File: src/hdl/swms_ram.sv
// ----------------------------------------------------------------------------
// swms_ram
// Generic RAM with one write port and two read ports; read data is
// registered and updates only when a read is enabled.
// ----------------------------------------------------------------------------
module swms_ram #(
  parameter  int WIDTH = 38,
  parameter  int DEPTH = 64,
  localparam int AW    = $clog2(DEPTH)
) (
  input  logic             clk,
  input  logic             we,
  input  logic [AW-1:0]    waddr,
  input  logic [WIDTH-1:0] wdata,
  input  logic             re,
  input  logic [AW-1:0]    raddr_a,
  input  logic [AW-1:0]    raddr_b,
  output logic [WIDTH-1:0] rdata_a,
  output logic [WIDTH-1:0] rdata_b
);

  logic [WIDTH-1:0] mem [DEPTH];

  // Write port.
  always_ff @(posedge clk) begin
    if (we) begin
      mem[waddr] <= wdata;
    end
  end

  // Two registered read ports.
  always_ff @(posedge clk) begin
    if (re) begin
      rdata_a <= mem[raddr_a];
      rdata_b <= mem[raddr_b];
    end
  end

endmodule

File: config.mk
export PLATFORM = sky130hd
export DESIGN_NAME = swms_ram
export DESIGN_NICKNAME = d
export VERILOG_FILES = /design/src/hdl/swms_ram.sv
export SDC_FILE = /design/constraint.sdc
export NUM_CORES = 2
export LEC_CHECK = 0
export BUFFER_PORTS_ARGS = -buffer_cell sky130_fd_sc_hd__buf_2
export CAP_MARGIN = 0
export CELL_PAD_IN_SITES_DETAIL_PLACEMENT = 1
export CELL_PAD_IN_SITES_GLOBAL_PLACEMENT = 1
export CORE_MARGIN = 2
export CORE_UTILIZATION = 51
export DETAILED_ROUTE_END_ITERATION = 16
export PLACE_DENSITY = 0.74
export SETUP_SLACK_MARGIN = 0.4
export SLEW_MARGIN = 5
export SYNTH_ARGS = -nofsm -noshare
export SYNTH_HDL_FRONTEND = slang
export SYNTH_SLANG_ARGS = --single-unit
export TNS_END_PERCENT = 20
File: constraint.sdc
create_clock -name clk -period 4 [get_ports clk]
set_clock_uncertainty 0.15 [all_clocks]
set_input_delay 0.6 -clock clk [delete_from_list [all_inputs] [get_ports clk]]
set_output_delay 0.6 -clock clk [all_outputs]
set_load 0.1 [all_outputs]
==> impl_metrics.yaml <==
critical_path:
  cp_slowest_cell: "edfxtp_1"
  crit_chain: "buf_2"
  crit_path_end_kind: "output port"
  path_buf_inv: 1
  cp_slowest_stage_delay_ns: 0.88
  cp.required_ns: 3.25
  crit_type: "reg -> out"
  crit_family: "flip-flops"
  crit_arrival_ns: 2.40
  worst_setup_path_start_kind: "register"
  critPathMaxFanout: 3
synth:
  synth_edf_count: 2508
  seq_area_frac_synth_pct: 65.89
  synth_cells: 5076
  syn_area_um2: 114300
  ys_seq_elements: 2508
  synthArstFlopShare_pct: 0
  syn-num-nets: 5135
  synthFlopType: "edfxtp_1"
  yosysUniqueCellTypes: 37
  yosys_warnings: 0
  syn_area_per_cell_um2: 22.52
final_layout:
  fin_util_pct: 58.69
  layout.filler_cells: 18298
  fin_nets: 5563
  layout_common_cells: "edfxtp_1 (2,508), mux4_2 (1,415), buf_4 (321), clkbuf_16 (289), mux2i_1 (159)"
  synthToLayoutAreaGrowth_pct: 14.25
  drive_above_1_share_pct: 43.10
  stdcell_count: 8705
  final_common_cell: "edfxtp_1"
global_route:
  grt_use_total_pct: 34.95
  first_global_vias: 66979
  grt_max_degree: 77
  grt_pass1_wl_um: 549400
  antenna_found_initial: 63
  overflow: 0
power:
  pwr_density_cell_nw_per_um2: 461.2
  fin_total_pwr_mw: 60.23
  peakVddDrop_uv: 415.8
  power.leakage_nw: 41.14
route:
  drtIter0Drc: 10450
  post_drt_wl_per_cell_um: 45.47
  drc: 0
  vias_per_cell: 7.464
  antenna_left: 0
  first_pass_iters: 5
  vias: 64977
  postRouteWirelength_um: 395800
placed_design:
  dp.cells: 8197
  place_hpwl_um: 240200
  placement.io_buffers: 134
  gp_routability_congestion: 0.8649
die:
  die_w_um: 477.4
  die_area_um2: 227900
  rows: 173
  core_region_area_um2: 222500
  io_pins: 135
  die_h_um: 477.4
  start_util_pct: 51.37
timing:
  period_needed_ns: 3.153
  fmax_mhz: 317.1
  fin_crit_sh_pct: 78.83
  setup_viol: 0
  hold_viol: 0
  hold_ws_ns: 0.09669
  rsz0062_at_grt: "no"
  worst_slew_pin_slew_ns: 1.234
  maxSlewHeadroom_pct: 17.74
  slew_violations: 0
  tns_ns: 0
flow_run:
  maxCapViolations: 0
clock_tree:
  cts_setup_buffers: 0
  cts_hold_buf: 0
  cts-resized-gates: 0
  cts_buffers: 280
  h-tree-depth: 5
  cts_root_buf: "clkbuf_16"
  path_clk_slew_ns: 0.06
  cts.sinks: 2508
  clkLatencyLatePin_ns: 0.96
  cts_tree: "yes"
  cts.path.max_buffers: 4
worst_hold_path:
  hold_class: "in -> reg"
outcome:
  status: "complete, no violations"
## registers in the layout, indices dropped and copies added (netlist names)
register / count
mem: 2432
rdata_a: 38
rdata_b: 38
## cells by family (layout without fill, tap and decap cells)
family | after synthesis | after routing | synth area share [%]
AND/OR/NAND/NOR | 298 | 298 | 1.180
flip-flops | 2508 | 2508 | 65.89
other | 0 | 34 | 0
AO/OA/AOI/OAI | 247 | 247 | 1.528
multiplexers | 1617 | 1617 | 29.70
buffers and inverters | 406 | 1026 | 1.703
## synth_stat cells (all sizes together), types with 4 or more instances
cell    instances  area (µm²)
o22ai          11       68.82
clkbuf        152       570.6
a22oi          86       645.6
mux4         1415       31870
nand2         119       446.7
edfxtp       2508       75310
o211ai         41       307.8
a21oi          45       225.2
buf           253        1373
nand3b          4       30.03
mux2           43       484.2
nor2b          47       294.0
nand2b         15       93.84
o21ai           4       20.02
a211oi         47       352.8
mux2i         159        1592
o221a           4       45.04
nor2           80       300.3
nand3          22       110.1
## report_power, final
group	leakage, nW	switching, mW	internal, mW
logic	14.2	3.20	2.09
clock network	4.28	10.5	15.0
registers	22.6	0.244	29.2
## per-layer routing
| layer | share of wire [%] | routed length, µm | vias to the layer above | global-route usage, % |
|---|---|---|---|---|
| met4 | 5.8 | 23000 | 26 | 17.90 |
| li1 | - | - | 23538 | - |
| met1 | 34 | 133300 | 35063 | 46.15 |
| met3 | 13 | 52290 | 1080 | 9.383 |
| met2 | 47 | 187000 | 5270 | 53.95 |
| met5 | 0.041 | 164 | - | 0 |
## final timing paths
check	start	to	slack, ns	cells past startpoint
hold / removal	wdata[7]	mem[37][7]	0.1	1
setup / recovery	rdata_b[26]	rdata_b[26]	0.85	1
hold reg to reg	mem[0][0]	rdata_a[0]	0.83	4
setup reg to reg	mem[7][7]	rdata_b[7]	1.38	5
## stage by stage
stage / setup slack, ns / cell area, µm²
floorplan: 0.3476 / 114300
finish: 0.8468 / 130600
detailed placement: 0.3099 / 121700
global route: 0.8712 / 130600
global placement: 0.2979 / 121700
CTS: 0.8970 / 130500
## cell type report
type	instances	area, µm²	share of cell area [%]
clock buffer	336	7408	5.673
tap	2975	3722	2.850
antenna	34	85.08	0.06515
inverter	1	3.754	0.002874
sequential	2508	75310	57.67
clock inverter	138	1374	1.052
timing repair buffer	551	5119	3.920
multi-input combinational	2162	37570	28.77
(Power assumes the default switching activity.)
